--- config.mk ---
export PLATFORM = sky130hd
export DESIGN_NAME = xml_markup_tokenizer
export DESIGN_NICKNAME = d
export VERILOG_FILES = /design/src/sv/xmt_pkg.sv /design/src/sv/xml_markup_tokenizer.sv /design/src/sv/xmt_core.sv
export SDC_FILE = /design/constraint.sdc
export NUM_CORES = 2
export LEC_CHECK = 0
export ABC_CLOCK_PERIOD_IN_PS = 11590
export CAP_MARGIN = 20
export CORE_MARGIN = 2
export CORE_UTILIZATION = 40
export CTS_BUF_LIST = sky130_fd_sc_hd__clkbuf_16
export DETAILED_ROUTE_END_ITERATION = 7
export DONT_BUFFER_PORTS = 1
export GPL_TIMING_DRIVEN = 0
export PLACE_DENSITY = 0.55
export REMOVE_ABC_BUFFERS = 1
export SLEW_MARGIN = 20
export SYNTH_ARGS = -nofsm -noshare
export SYNTH_HDL_FRONTEND = slang
export SYNTH_SLANG_ARGS = --single-unit
--- constraint.sdc ---
create_clock -name i_clk -period 11.59 [get_ports i_clk]
set_input_delay 1.7385 -clock i_clk [delete_from_list [all_inputs] [get_ports i_clk]]
set_output_delay 1.7385 -clock i_clk [all_outputs]
set_load 0.02 [all_outputs]
--- src/sv/xmt_pkg.sv ---
package xmt_pkg;

    localparam int OUT_W = 24;
    localparam int MAX_EV = 2;

    typedef enum logic [14:0] {
        M_TEXT       = 15'b000000000000001,
        M_OPEN       = 15'b000000000000010,
        M_SEARCH     = 15'b000000000000100,
        M_COMMENT    = 15'b000000000001000,
        M_DOCTYPE    = 15'b000000000010000,
        M_INST       = 15'b000000000100000,
        M_HALT       = 15'b000000001000000,
        M_TAG_NAME   = 15'b000000010000000,
        M_ATTR_START = 15'b000000100000000,
        M_ATTR_NAME  = 15'b000001000000000,
        M_SEEK_EQ    = 15'b000010000000000,
        M_SEEK_VAL   = 15'b000100000000000,
        M_QVAL       = 15'b001000000000000,
        M_UVAL       = 15'b010000000000000,
        M_TAG_END    = 15'b100000000000000
    } t_mode;

    localparam logic [2:0] EV_CONTENT = 3'd0;
    localparam logic [2:0] EV_START   = 3'd1;
    localparam logic [2:0] EV_END     = 3'd2;
    localparam logic [2:0] EV_ATTR    = 3'd3;
    localparam logic [2:0] EV_ERROR   = 3'd4;

    localparam logic [1:0] SK_CONTENT = 2'd0;
    localparam logic [1:0] SK_START   = 2'd1;
    localparam logic [1:0] SK_END     = 2'd2;

    localparam logic [1:0] Q_NONE   = 2'd0;
    localparam logic [1:0] Q_SINGLE = 2'd1;
    localparam logic [1:0] Q_DOUBLE = 2'd2;

    localparam logic [2:0] KW_NONE = 3'd7;
    localparam logic [2:0] KW_LAST = 3'd6;

    localparam logic [7:0] CH_LT    = 8'h3C;
    localparam logic [7:0] CH_GT    = 8'h3E;
    localparam logic [7:0] CH_BANG  = 8'h21;
    localparam logic [7:0] CH_QUEST = 8'h3F;
    localparam logic [7:0] CH_DASH  = 8'h2D;
    localparam logic [7:0] CH_EQ    = 8'h3D;
    localparam logic [7:0] CH_SLASH = 8'h2F;
    localparam logic [7:0] CH_SQ    = 8'h27;
    localparam logic [7:0] CH_DQ    = 8'h22;
    localparam logic [7:0] CH_SP    = 8'h20;
    localparam logic [7:0] CH_CR    = 8'h0D;
    localparam logic [7:0] CH_LF    = 8'h0A;
    localparam logic [7:0] CH_E     = 8'h45;
    localparam logic [7:0] CH_D     = 8'h44;

    localparam logic [7:0] KW_DOCTYPE [0:6] = '{8'h44, 8'h4F, 8'h43, 8'h54, 8'h59, 8'h50, 8'h45};

    typedef struct packed {
        logic [2:0]       kind;
        logic [OUT_W-1:0] ts;
        logic [OUT_W-1:0] te;
        logic [OUT_W-1:0] vs;
        logic [OUT_W-1:0] ve;
        logic             hv;
        logic             sc;
        logic             last;
    } t_event;

    function automatic logic is_sp(input logic [7:0] c);
        return (c == CH_SP) || (c >= 8'd9 && c <= 8'd13);
    endfunction

    function automatic logic is_alpha(input logic [7:0] c);
        return (c >= 8'h41 && c <= 8'h5A) || (c >= 8'h61 && c <= 8'h7A);
    endfunction

    function automatic logic is_quote(input logic [7:0] c);
        return (c == CH_SQ) || (c == CH_DQ);
    endfunction

endpackage

--- src/sv/xml_markup_tokenizer.sv ---
// Byte-serial XML tokenizer: one document byte is taken per cycle while the result queue has
// room, and turned into zero, one or two token events (content, start tag, end tag, attribute,
// malformed-opener error), each carrying 24-bit byte offsets. Events leave through a four-entry
// result queue one per cycle while the receiver is ready; input is accepted whenever the queue
// has room for two events.
module xml_markup_tokenizer #(
    parameter int POS_WIDTH = 24
) (
    input  logic        i_clk,
    input  logic        i_rst_n,
    input  logic        i_valid,
    output logic        o_ready,
    input  logic [7:0]  i_data_byte,
    input  logic        i_last_byte,
    output logic        o_valid,
    input  logic        i_ready,
    output logic [2:0]  o_event_kind,
    output logic [23:0] o_text_start,
    output logic [23:0] o_text_end,
    output logic [23:0] o_val_start,
    output logic [23:0] o_val_end,
    output logic        o_has_value,
    output logic        o_self_closing,
    output logic        o_last_event
);
    import xmt_pkg::*;

    t_event     ev0, ev1;
    logic [1:0] ev_cnt;
    logic       accept, pop;

    t_event     r_q [0:3];
    logic [1:0] r_wr, r_rd;
    logic [2:0] r_cnt;

    assign o_ready = (r_cnt <= 3'd2);
    assign accept  = i_valid && o_ready;
    assign o_valid = (r_cnt != 3'd0);
    assign pop     = o_valid && i_ready;

    xmt_core #(.POS_WIDTH(POS_WIDTH)) u_core (
        .i_clk      (i_clk),
        .i_rst_n    (i_rst_n),
        .i_accept   (accept),
        .i_data_byte(i_data_byte),
        .i_last_byte(i_last_byte),
        .o_ev0      (ev0),
        .o_ev1      (ev1),
        .o_count    (ev_cnt)
    );

    always_ff @(posedge i_clk) begin
        if (accept && ev_cnt != 2'd0) r_q[r_wr] <= ev0;
        if (accept && ev_cnt == 2'd2) r_q[r_wr + 2'd1] <= ev1;
    end

    always_ff @(posedge i_clk) begin
        if (!i_rst_n) begin
            r_wr  <= '0;
            r_rd  <= '0;
            r_cnt <= '0;
        end else begin
            if (accept) r_wr <= r_wr + ev_cnt;
            if (pop) r_rd <= r_rd + 2'd1;
            r_cnt <= r_cnt + (accept ? {1'b0, ev_cnt} : 3'd0) - (pop ? 3'd1 : 3'd0);
        end
    end

    assign o_event_kind   = r_q[r_rd].kind;
    assign o_text_start   = r_q[r_rd].ts;
    assign o_text_end     = r_q[r_rd].te;
    assign o_val_start    = r_q[r_rd].vs;
    assign o_val_end      = r_q[r_rd].ve;
    assign o_has_value    = r_q[r_rd].hv;
    assign o_self_closing = r_q[r_rd].sc;
    assign o_last_event   = r_q[r_rd].last;

    a_cnt_bound: assert property (@(posedge i_clk) disable iff (!i_rst_n) r_cnt <= 3'd4)
        else $error("result queue overflow");
    a_no_loss: assert property (@(posedge i_clk) disable iff (!i_rst_n)
        o_valid && !i_ready |=> o_valid)
        else $error("pending item lost");
    a_cnt_track: assert property (@(posedge i_clk) disable iff (!i_rst_n)
        !accept && !pop |=> $stable(r_cnt))
        else $error("queue count moved while idle");

endmodule

--- src/sv/xmt_core.sv ---
module xmt_core #(
    parameter int POS_WIDTH = 24
) (
    input  logic                i_clk,
    input  logic                i_rst_n,
    input  logic                i_accept,
    input  logic [7:0]          i_data_byte,
    input  logic                i_last_byte,
    output xmt_pkg::t_event     o_ev0,
    output xmt_pkg::t_event     o_ev1,
    output logic [1:0]          o_count
);
    import xmt_pkg::*;

    localparam logic [POS_WIDTH-1:0] POS_MAX = '1;

    t_mode                r_mode, n_mode;
    logic [POS_WIDTH-1:0] r_pos, n_pos;
    logic                 r_so, n_so;
    logic [POS_WIDTH-1:0] r_ss, n_ss;
    logic [POS_WIDTH-1:0] r_se, n_se;
    logic [1:0]           r_sk, n_sk;
    logic                 r_tf, n_tf;
    logic                 r_ao, n_ao;
    logic [POS_WIDTH-1:0] r_ans, n_ans;
    logic [POS_WIDTH-1:0] r_ane, n_ane;
    logic [POS_WIDTH-1:0] r_avs, n_avs;
    logic                 r_vb, n_vb;
    logic [1:0]           r_qk, n_qk;
    logic [15:0]          r_prev, n_prev;
    logic [2:0]           r_kw, n_kw;

    t_event ev0, ev1;
    logic [1:0] cnt;

    function automatic logic [POS_WIDTH-1:0] sat_inc(input logic [POS_WIDTH-1:0] p);
        return (p == POS_MAX) ? p : p + POS_WIDTH'(1);
    endfunction

    function automatic t_event mk_ev(input logic [2:0] kind,
                                     input logic [POS_WIDTH-1:0] ts,
                                     input logic [POS_WIDTH-1:0] te,
                                     input logic [POS_WIDTH-1:0] vs,
                                     input logic [POS_WIDTH-1:0] ve,
                                     input logic hv, input logic sc);
        t_event e;
        e.kind = kind;
        e.ts = OUT_W'(ts);
        e.te = OUT_W'(te);
        e.vs = OUT_W'(vs);
        e.ve = OUT_W'(ve);
        e.hv = hv;
        e.sc = sc;
        e.last = 1'b0;
        return e;
    endfunction

    always_comb begin
        logic [7:0] ch;
        logic crlf, run_tag, done, doc, dash, closing;
        t_event e;
        logic emit;
        ch = i_data_byte;
        crlf = (ch == CH_CR) || (ch == CH_LF);
        run_tag = 1'b0;
        done = 1'b0;
        doc = 1'b0;
        dash = 1'b0;
        closing = 1'b0;
        e = '0;
        emit = 1'b0;
        ev0 = '0;
        ev1 = '0;
        cnt = 2'd0;
        n_mode = r_mode; n_pos = r_pos; n_so = r_so; n_ss = r_ss; n_se = r_se;
        n_sk = r_sk; n_tf = r_tf; n_ao = r_ao; n_ans = r_ans; n_ane = r_ane;
        n_avs = r_avs; n_vb = r_vb; n_qk = r_qk; n_prev = r_prev; n_kw = r_kw;

        unique case (r_mode)
            M_TEXT: begin
                if (!crlf) begin
                    if (ch == CH_LT) begin
                        n_mode = M_OPEN;
                    end else begin
                        if (!n_so) begin
                            n_so = 1'b1; n_ss = r_pos; n_sk = SK_CONTENT;
                        end
                        n_se = sat_inc(r_pos);
                    end
                end
            end
            M_OPEN: begin
                if (!crlf) begin
                    if (ch == CH_SLASH || is_alpha(ch) || ch == CH_BANG || ch == CH_QUEST) begin
                        if (n_so && n_se != n_ss) begin
                            ev0 = mk_ev(3'(n_sk), n_ss, n_se, '0, '0, 1'b0, n_tf);
                            cnt = 2'd1;
                        end
                        n_so = 1'b0; n_sk = SK_CONTENT; n_tf = 1'b0;
                        if (ch == CH_BANG) begin
                            n_mode = M_SEARCH; n_kw = '0;
                        end else if (ch == CH_QUEST) begin
                            n_mode = M_INST;
                        end else begin
                            n_mode = M_TAG_NAME; run_tag = 1'b1;
                        end
                    end else begin
                        ev0 = mk_ev(EV_ERROR, r_pos, r_pos, '0, '0, 1'b0, 1'b0);
                        cnt = 2'd1;
                        n_mode = M_HALT;
                    end
                end
            end
            M_SEARCH: begin
                if (crlf) begin
                    if (r_so) n_kw = KW_NONE;
                end else if (ch == CH_DASH || is_alpha(ch)) begin
                    if (!r_so) begin
                        n_so = 1'b1; n_ss = r_pos; n_se = r_pos;
                        n_kw = (ch == CH_D) ? 3'd1 : KW_NONE;
                    end else begin
                        doc = (r_kw == KW_LAST) && (ch == CH_E);
                        n_se = r_pos;
                        if (r_kw < KW_LAST && ch == KW_DOCTYPE[r_kw]) n_kw = r_kw + 3'd1;
                        else n_kw = KW_NONE;
                        dash = (r_pos - r_ss == POS_WIDTH'(1)) && r_prev[7:0] == CH_DASH
                            && ch == CH_DASH;
                        if (dash) begin
                            n_so = 1'b0; n_mode = M_COMMENT;
                        end else if (doc) begin
                            n_so = 1'b0; n_mode = M_DOCTYPE;
                        end
                    end
                end else begin
                    n_mode = M_TAG_NAME; run_tag = 1'b1;
                end
            end
            M_COMMENT: begin
                if (ch == CH_GT && r_prev[7:0] == CH_DASH && r_prev[15:8] == CH_DASH)
                    n_mode = M_TEXT;
            end
            M_DOCTYPE: begin
                if (ch == CH_GT) n_mode = M_TEXT;
            end
            M_INST: begin
                if (ch == CH_GT && r_prev[7:0] == CH_QUEST) n_mode = M_TEXT;
            end
            M_HALT: begin
            end
            default: run_tag = 1'b1;
        endcase

        if (run_tag) begin
            for (int g = 0; g < 8; g++) begin
                emit = 1'b0;
                if (!done) begin
                    unique case (n_mode)
                        M_TAG_NAME: begin
                            if (ch == CH_SLASH) begin
                                n_sk = SK_END;
                                if (!n_so) begin
                                    n_so = 1'b1; n_ss = sat_inc(r_pos);
                                end
                                done = 1'b1;
                            end else if (ch == CH_GT || is_sp(ch)) begin
                                n_se = r_pos; n_mode = M_ATTR_START;
                            end else begin
                                if (!n_so) begin
                                    n_sk = SK_START; n_so = 1'b1; n_ss = r_pos;
                                end
                                done = 1'b1;
                            end
                        end
                        M_ATTR_START: begin
                            if (is_sp(ch) || is_quote(ch)) begin
                                done = 1'b1;
                            end else if (ch == CH_SLASH) begin
                                n_tf = 1'b1; done = 1'b1;
                            end else if (ch == CH_GT) begin
                                n_mode = M_TAG_END;
                            end else begin
                                n_ao = 1'b0; n_mode = M_ATTR_NAME;
                            end
                        end
                        M_ATTR_NAME: begin
                            if (!n_ao) begin
                                n_ao = 1'b1; n_ans = r_pos; n_avs = '0; n_vb = 1'b0;
                            end
                            if (is_sp(ch) || ch == CH_EQ || ch == CH_SLASH || ch == CH_GT) begin
                                n_ane = r_pos; n_mode = M_SEEK_EQ;
                            end else begin
                                done = 1'b1;
                            end
                        end
                        M_SEEK_EQ: begin
                            if (is_sp(ch) || ch == CH_SLASH || is_quote(ch)) begin
                                done = 1'b1;
                            end else if (ch == CH_EQ) begin
                                n_mode = M_SEEK_VAL; done = 1'b1;
                            end else begin
                                e = mk_ev(EV_ATTR, n_ans, n_ane, '0, '0, 1'b0, 1'b0);
                                emit = 1'b1;
                                n_ao = 1'b0; n_mode = M_ATTR_START;
                            end
                        end
                        M_SEEK_VAL: begin
                            if (is_sp(ch)) begin
                                done = 1'b1;
                            end else if (is_quote(ch)) begin
                                n_qk = (ch == CH_SQ) ? Q_SINGLE : Q_DOUBLE;
                                n_mode = M_QVAL; done = 1'b1;
                            end else begin
                                n_mode = M_UVAL;
                            end
                        end
                        M_QVAL, M_UVAL: begin
                            if (n_mode == M_QVAL)
                                closing = (ch == CH_SQ && n_qk == Q_SINGLE)
                                    || (ch == CH_DQ && n_qk == Q_DOUBLE);
                            else
                                closing = is_sp(ch) || ch == CH_GT || ch == CH_SLASH;
                            if (!n_vb) begin
                                n_vb = 1'b1; n_avs = r_pos;
                            end
                            if (closing) begin
                                e = mk_ev(EV_ATTR, n_ans, n_ane, n_avs, r_pos, 1'b1, 1'b0);
                                emit = 1'b1;
                                n_ao = 1'b0; n_qk = Q_NONE; n_mode = M_ATTR_START;
                            end else begin
                                done = 1'b1;
                            end
                        end
                        M_TAG_END: begin
                            if (n_so && n_se != n_ss) begin
                                e = mk_ev(3'(n_sk), n_ss, n_se, '0, '0, 1'b0, n_tf);
                                emit = 1'b1;
                            end
                            n_so = 1'b0; n_sk = SK_CONTENT; n_tf = 1'b0;
                            n_mode = M_TEXT; done = 1'b1;
                        end
                        default: begin
                            n_mode = M_TEXT; done = 1'b1;
                        end
                    endcase
                    if (emit) begin
                        if (cnt == 2'd0) begin
                            ev0 = e; cnt = 2'd1;
                        end else if (cnt == 2'd1) begin
                            ev1 = e; cnt = 2'd2;
                        end
                    end
                end
            end
        end

        if (cnt == 2'd1) ev0.last = 1'b1;
        if (cnt == 2'd2) ev1.last = 1'b1;

        n_prev = {r_prev[7:0], ch};
        n_pos = sat_inc(r_pos);
        if (i_last_byte) begin
            n_mode = M_TEXT; n_pos = '0; n_so = 1'b0; n_ss = '0; n_se = '0;
            n_sk = SK_CONTENT; n_tf = 1'b0; n_ao = 1'b0; n_ans = '0; n_ane = '0;
            n_avs = '0; n_vb = 1'b0; n_qk = Q_NONE; n_prev = '0; n_kw = '0;
        end
    end

    always_ff @(posedge i_clk) begin
        if (!i_rst_n) begin
            r_mode <= M_TEXT; r_pos <= '0; r_so <= 1'b0; r_ss <= '0; r_se <= '0;
            r_sk <= SK_CONTENT; r_tf <= 1'b0; r_ao <= 1'b0; r_ans <= '0; r_ane <= '0;
            r_avs <= '0; r_vb <= 1'b0; r_qk <= Q_NONE; r_prev <= '0; r_kw <= '0;
        end else if (i_accept) begin
            r_mode <= n_mode; r_pos <= n_pos; r_so <= n_so; r_ss <= n_ss; r_se <= n_se;
            r_sk <= n_sk; r_tf <= n_tf; r_ao <= n_ao; r_ans <= n_ans; r_ane <= n_ane;
            r_avs <= n_avs; r_vb <= n_vb; r_qk <= n_qk; r_prev <= n_prev; r_kw <= n_kw;
        end
    end

    assign o_ev0 = ev0;
    assign o_ev1 = ev1;
    assign o_count = cnt;

endmodule

==> impl_metrics.ini <==
[synth]
yosys_register_bits = 603
netlist_area_um2 = 39310
postSynth.topFlopCell = sky130_fd_sc_hd__edfxtp_1
synth_sequential_area_ratio_pct = 41.00
synth_cell_types = 99
post_synth_inst_count = 4074
synth_area_per_cell_um2 = 9.648
yosys_warnings = 0
synth.area.top_cells = sky130_fd_sc_hd__edfxtp_1 (31%), sky130_fd_sc_hd__dfxtp_1 (10%), sky130_fd_sc_hd__mux4_2 (5.8%), sky130_fd_sc_hd__mux2i_1 (4.8%), sky130_fd_sc_hd__a21oi_1 (4.5%)
synth_async_sr_flop_share_pct = 0
netlist.area_leader.share_pct = 30.86
netlist.top_cell.by_area = sky130_fd_sc_hd__edfxtp_1
synth_enable_flop_cells = 404

[job]
cap_violations = 0

[place]
global_placer_s_final_weighted_congestion = 0.9778
placement.io_buffers = 0
dp_hpwl_um = 110300

[pwr]
seqPwrFrac_pct = 39.8
power_switching_w = 0.001815
pwr-share-clk_pct = 39.1
vdd_ir_drop_max_v = 0.00009071
power_per_cell_area_nw_per_um2 = 132.5
netSwitchingFraction_pct = 30.89
power.share.combinational_pct = 21.1
post-layout-total-power_w = 0.005875
power_leakage_nw = 13.36
internal_power_w = 0.004060

[global_routing]
grt_usage_pct = 30.26
grt_antenna_before_repair = 6
via_count_of_the_first_global_routing_pass = 33712
grt_max_degree = 199
global_route_wire_length_before_repair_um = 232900
grt_ovf = 0

[critical_path]
setup.worst_path.class = in -> reg
critical_path.endpoint_type = flip-flop
slowest_delay_ps = 740
cpMaxStageDelayCell = sky130_fd_sc_hd__o21ai_0
cpMostUsedCell = sky130_fd_sc_hd__buf_16
worstPathArrival_ps = 11720
cp_data_required_time_ps = 11940
worst-path-max-fanout = 40
cp-start-kind = input port

[timing]
skew_ps = 31.17
min_period_ps = 11370
slew_headroom_pct = 20.82
final.period_utilization_pct = 98.08
hold_viol_final = 0
finalMaxSlewViolations = 0
grt_setup_unrepaired = no
tightestPinTransition_ps = 1175
maximum_clock_frequency_mhz = 87.97
setup-violations-final = 0

[clocking]
cts_htree_levels = 3
clock_latency_ps = 650
tritoncts.num_buffers = 72
cts-root-to-sink-buffers = 3
cts_tree = built
clock-root-buffer = sky130_fd_sc_hd__clkbuf_16
cts.sink_count = 603
cts.reportedPaths.clkPinSlew_ps = 60

[die]
die_y_um = 317.5
die_area_um2 = 100800
top_level_port_count = 117
row_count = 114
die_x_um = 317.5
floorplan.initialDensity_pct = 40.53
fp.coreArea_um2 = 96990

[detailed_routing]
final_antenna_net_count = 0
routed_wl_um = 157500
route.detailed.wl_per_inst_um = 30.21
drt_iter0_drc = 4839
via_per_inst = 6.830
remaining_drc_errors = 0
vias = 35603
drt_pre_antenna_iters = 7

[final_layout]
post_route_cells_drive_above_1_share_pct = 12.34
finish.net_count = 3941
flow.area_growth_from_synthesis_pct = 12.84
layout.core_utilization_pct = 45.73
n_antenna_cell = 0

[run_status]
outcome = complete, no violations

[worst_hold_path]
class_of_the_worst_hold_path = reg -> reg
## synth_stat cells, types with 25 or more instances
cell type	count
sky130_fd_sc_hd__edfxtp_1	404
sky130_fd_sc_hd__a21oi_1	352
sky130_fd_sc_hd__o21ai_0	291
sky130_fd_sc_hd__nand2_1	285
sky130_fd_sc_hd__clkbuf_1	279
sky130_fd_sc_hd__o22ai_1	208
sky130_fd_sc_hd__dfxtp_1	199
sky130_fd_sc_hd__mux2i_1	189
sky130_fd_sc_hd__nor2_1	148
sky130_fd_sc_hd__a22oi_1	139
sky130_fd_sc_hd__a21boi_0	104
sky130_fd_sc_hd__mux4_2	102
sky130_fd_sc_hd__nand3_1	101
sky130_fd_sc_hd__nor2b_1	75
sky130_fd_sc_hd__and2_1	72
sky130_fd_sc_hd__a22o_1	66
sky130_fd_sc_hd__inv_1	65
sky130_fd_sc_hd__nor3_1	64
sky130_fd_sc_hd__buf_2	63
sky130_fd_sc_hd__xnor2_1	47
sky130_fd_sc_hd__xor2_1	45
sky130_fd_sc_hd__o211ai_1	44
sky130_fd_sc_hd__ha_1	42
sky130_fd_sc_hd__a21boi_1	40
sky130_fd_sc_hd__o21a_1	37
sky130_fd_sc_hd__o2111ai_1	33
sky130_fd_sc_hd__nand4_1	32
sky130_fd_sc_hd__o31ai_1	31
sky130_fd_sc_hd__or3_1	29
sky130_fd_sc_hd__and3_1	28
sky130_fd_sc_hd__nor4_1	28
sky130_fd_sc_hd__a21o_1	27
sky130_fd_sc_hd__buf_1	26
sky130_fd_sc_hd__buf_4	25
## per-layer routing
layer | wire length [µm] | up-vias | GRT usage [%]
met4 | 8150 | 10 | 14.48
met5 | 74 | - | 0
met3 | 16170 | 426 | 6.581
met2 | 69080 | 2091 | 45.68
met1 | 64000 | 17602 | 41.25
li1 | - | 15474 | -
## power by group through the flow
stage,Sequential (W),Combinational [W],Clock [W]
after global routing,0.00234,0.00129,0.00240
final,0.00234,0.00124,0.00230
after floorplan,0.00243,0.000808,0
after detailed placement,0.00238,0.00123,0
after global placement,0.00249,0.00110,0
after CTS,0.00234,0.00123,0.00233
## registers in the layout (all words and copies together) (netlist names), 3 cells and up, named ones only
signal         cells
u_core.r_mode     15
u_core.r_ss       24
u_core.r_ane      24
u_core.r_pos      24
u_core.r_se       24
r_q              408
u_core.r_avs      24
r_cnt              3
u_core.r_ans      24
u_core.r_kw        3
u_core.r_prev     16
## kinds of logic after synthesis
logic type	after synthesis	synth area share, %
AOI/OAI and AO/OA	1597	26.83
xor gates and xnor gates	92	2.050
adders and majority gates	44	1.439
buffers and inverters	470	5.125
DFF	603	41.00
muxes	302	10.97
and+or+nand+nor	966	12.58
## layout by cell type (no fill, tap or decap), drive strengths merged, types with 45 or more instances in the layout
| master | instances |
|---|---|
| xor2 | 45 |
| clkbuf | 75 |
| edfxtp | 404 |
| inv | 81 |
| nand3 | 101 |
| xnor2 | 47 |
| mux4 | 102 |
| buf | 138 |
| mux2i | 189 |
| nor3 | 66 |
| o21ai | 304 |
| nand2 | 285 |
| a22oi | 139 |
| and2 | 73 |
| a21oi | 354 |
| o22ai | 208 |
| nor2 | 148 |
| o211ai | 47 |
| dfxtp | 199 |
| nor2b | 75 |
| a22o | 66 |
| a21boi | 144 |
## metrics by stage
stage               setup TNS, ps  hold slack [ps]  worst slack (ps)  std cells  instance area (µm²)
floorplan                -1391010            435.8             -3165       3671                37550
global placement                -            446.4            -18490       4947                39140
detailed placement        -525660            452.3             -1090       5077                41920
CTS                             0            467.0             52.58       5210                44300
global route                    0            483.2             3.099       5213                44360
finish                          0            460.1             222.4       5213                44360
## final cells by class
class / instances / area [µm²]
Fill cell: 9153 / 52640
Tap cell: 1276 / 1597
Inverter: 67 / 254.0
Clock buffer: 74 / 1852
Sequential cell: 603 / 16140
Clock inverter: 53 / 464.2
Timing Repair Buffer: 139 / 2370
Multi-Input combinational cell: 3001 / 21680
## final timing paths
path	from	to	slack, ps	depth (start not counted)
worst min-delay path	u_core.r_prev[11]	u_core.r_prev[11]	460	2
worst max-delay path	i_data_byte[0]	r_q[1][32]	220	31
worst min register to register	u_core.r_prev[11]	u_core.r_prev[11]	460	2
worst max register to register	u_core.r_pos[0]	r_q[1][32]	540	34
## timing repair
| action | CTS | global route |
|---|---|---|
| endpoints found under the setup margin | 447 | 387 |
| pin swaps | 3 | 1 |
| hold buffers | 0 | 0 |
| buffers inserted | 6 | 2 |
| resized for setup | 3 | 5 |
## worst max-delay path, delay by kind of cell
kind            cells  cell delay (ps)
simple gates        7             2700
fa+ha+maj           2              590
mux                 1              460
buf+inv             9             1800
xor+xnor            1              240
compound gates     11             4010
Note: power is estimated with default switching activity, not from simulation.
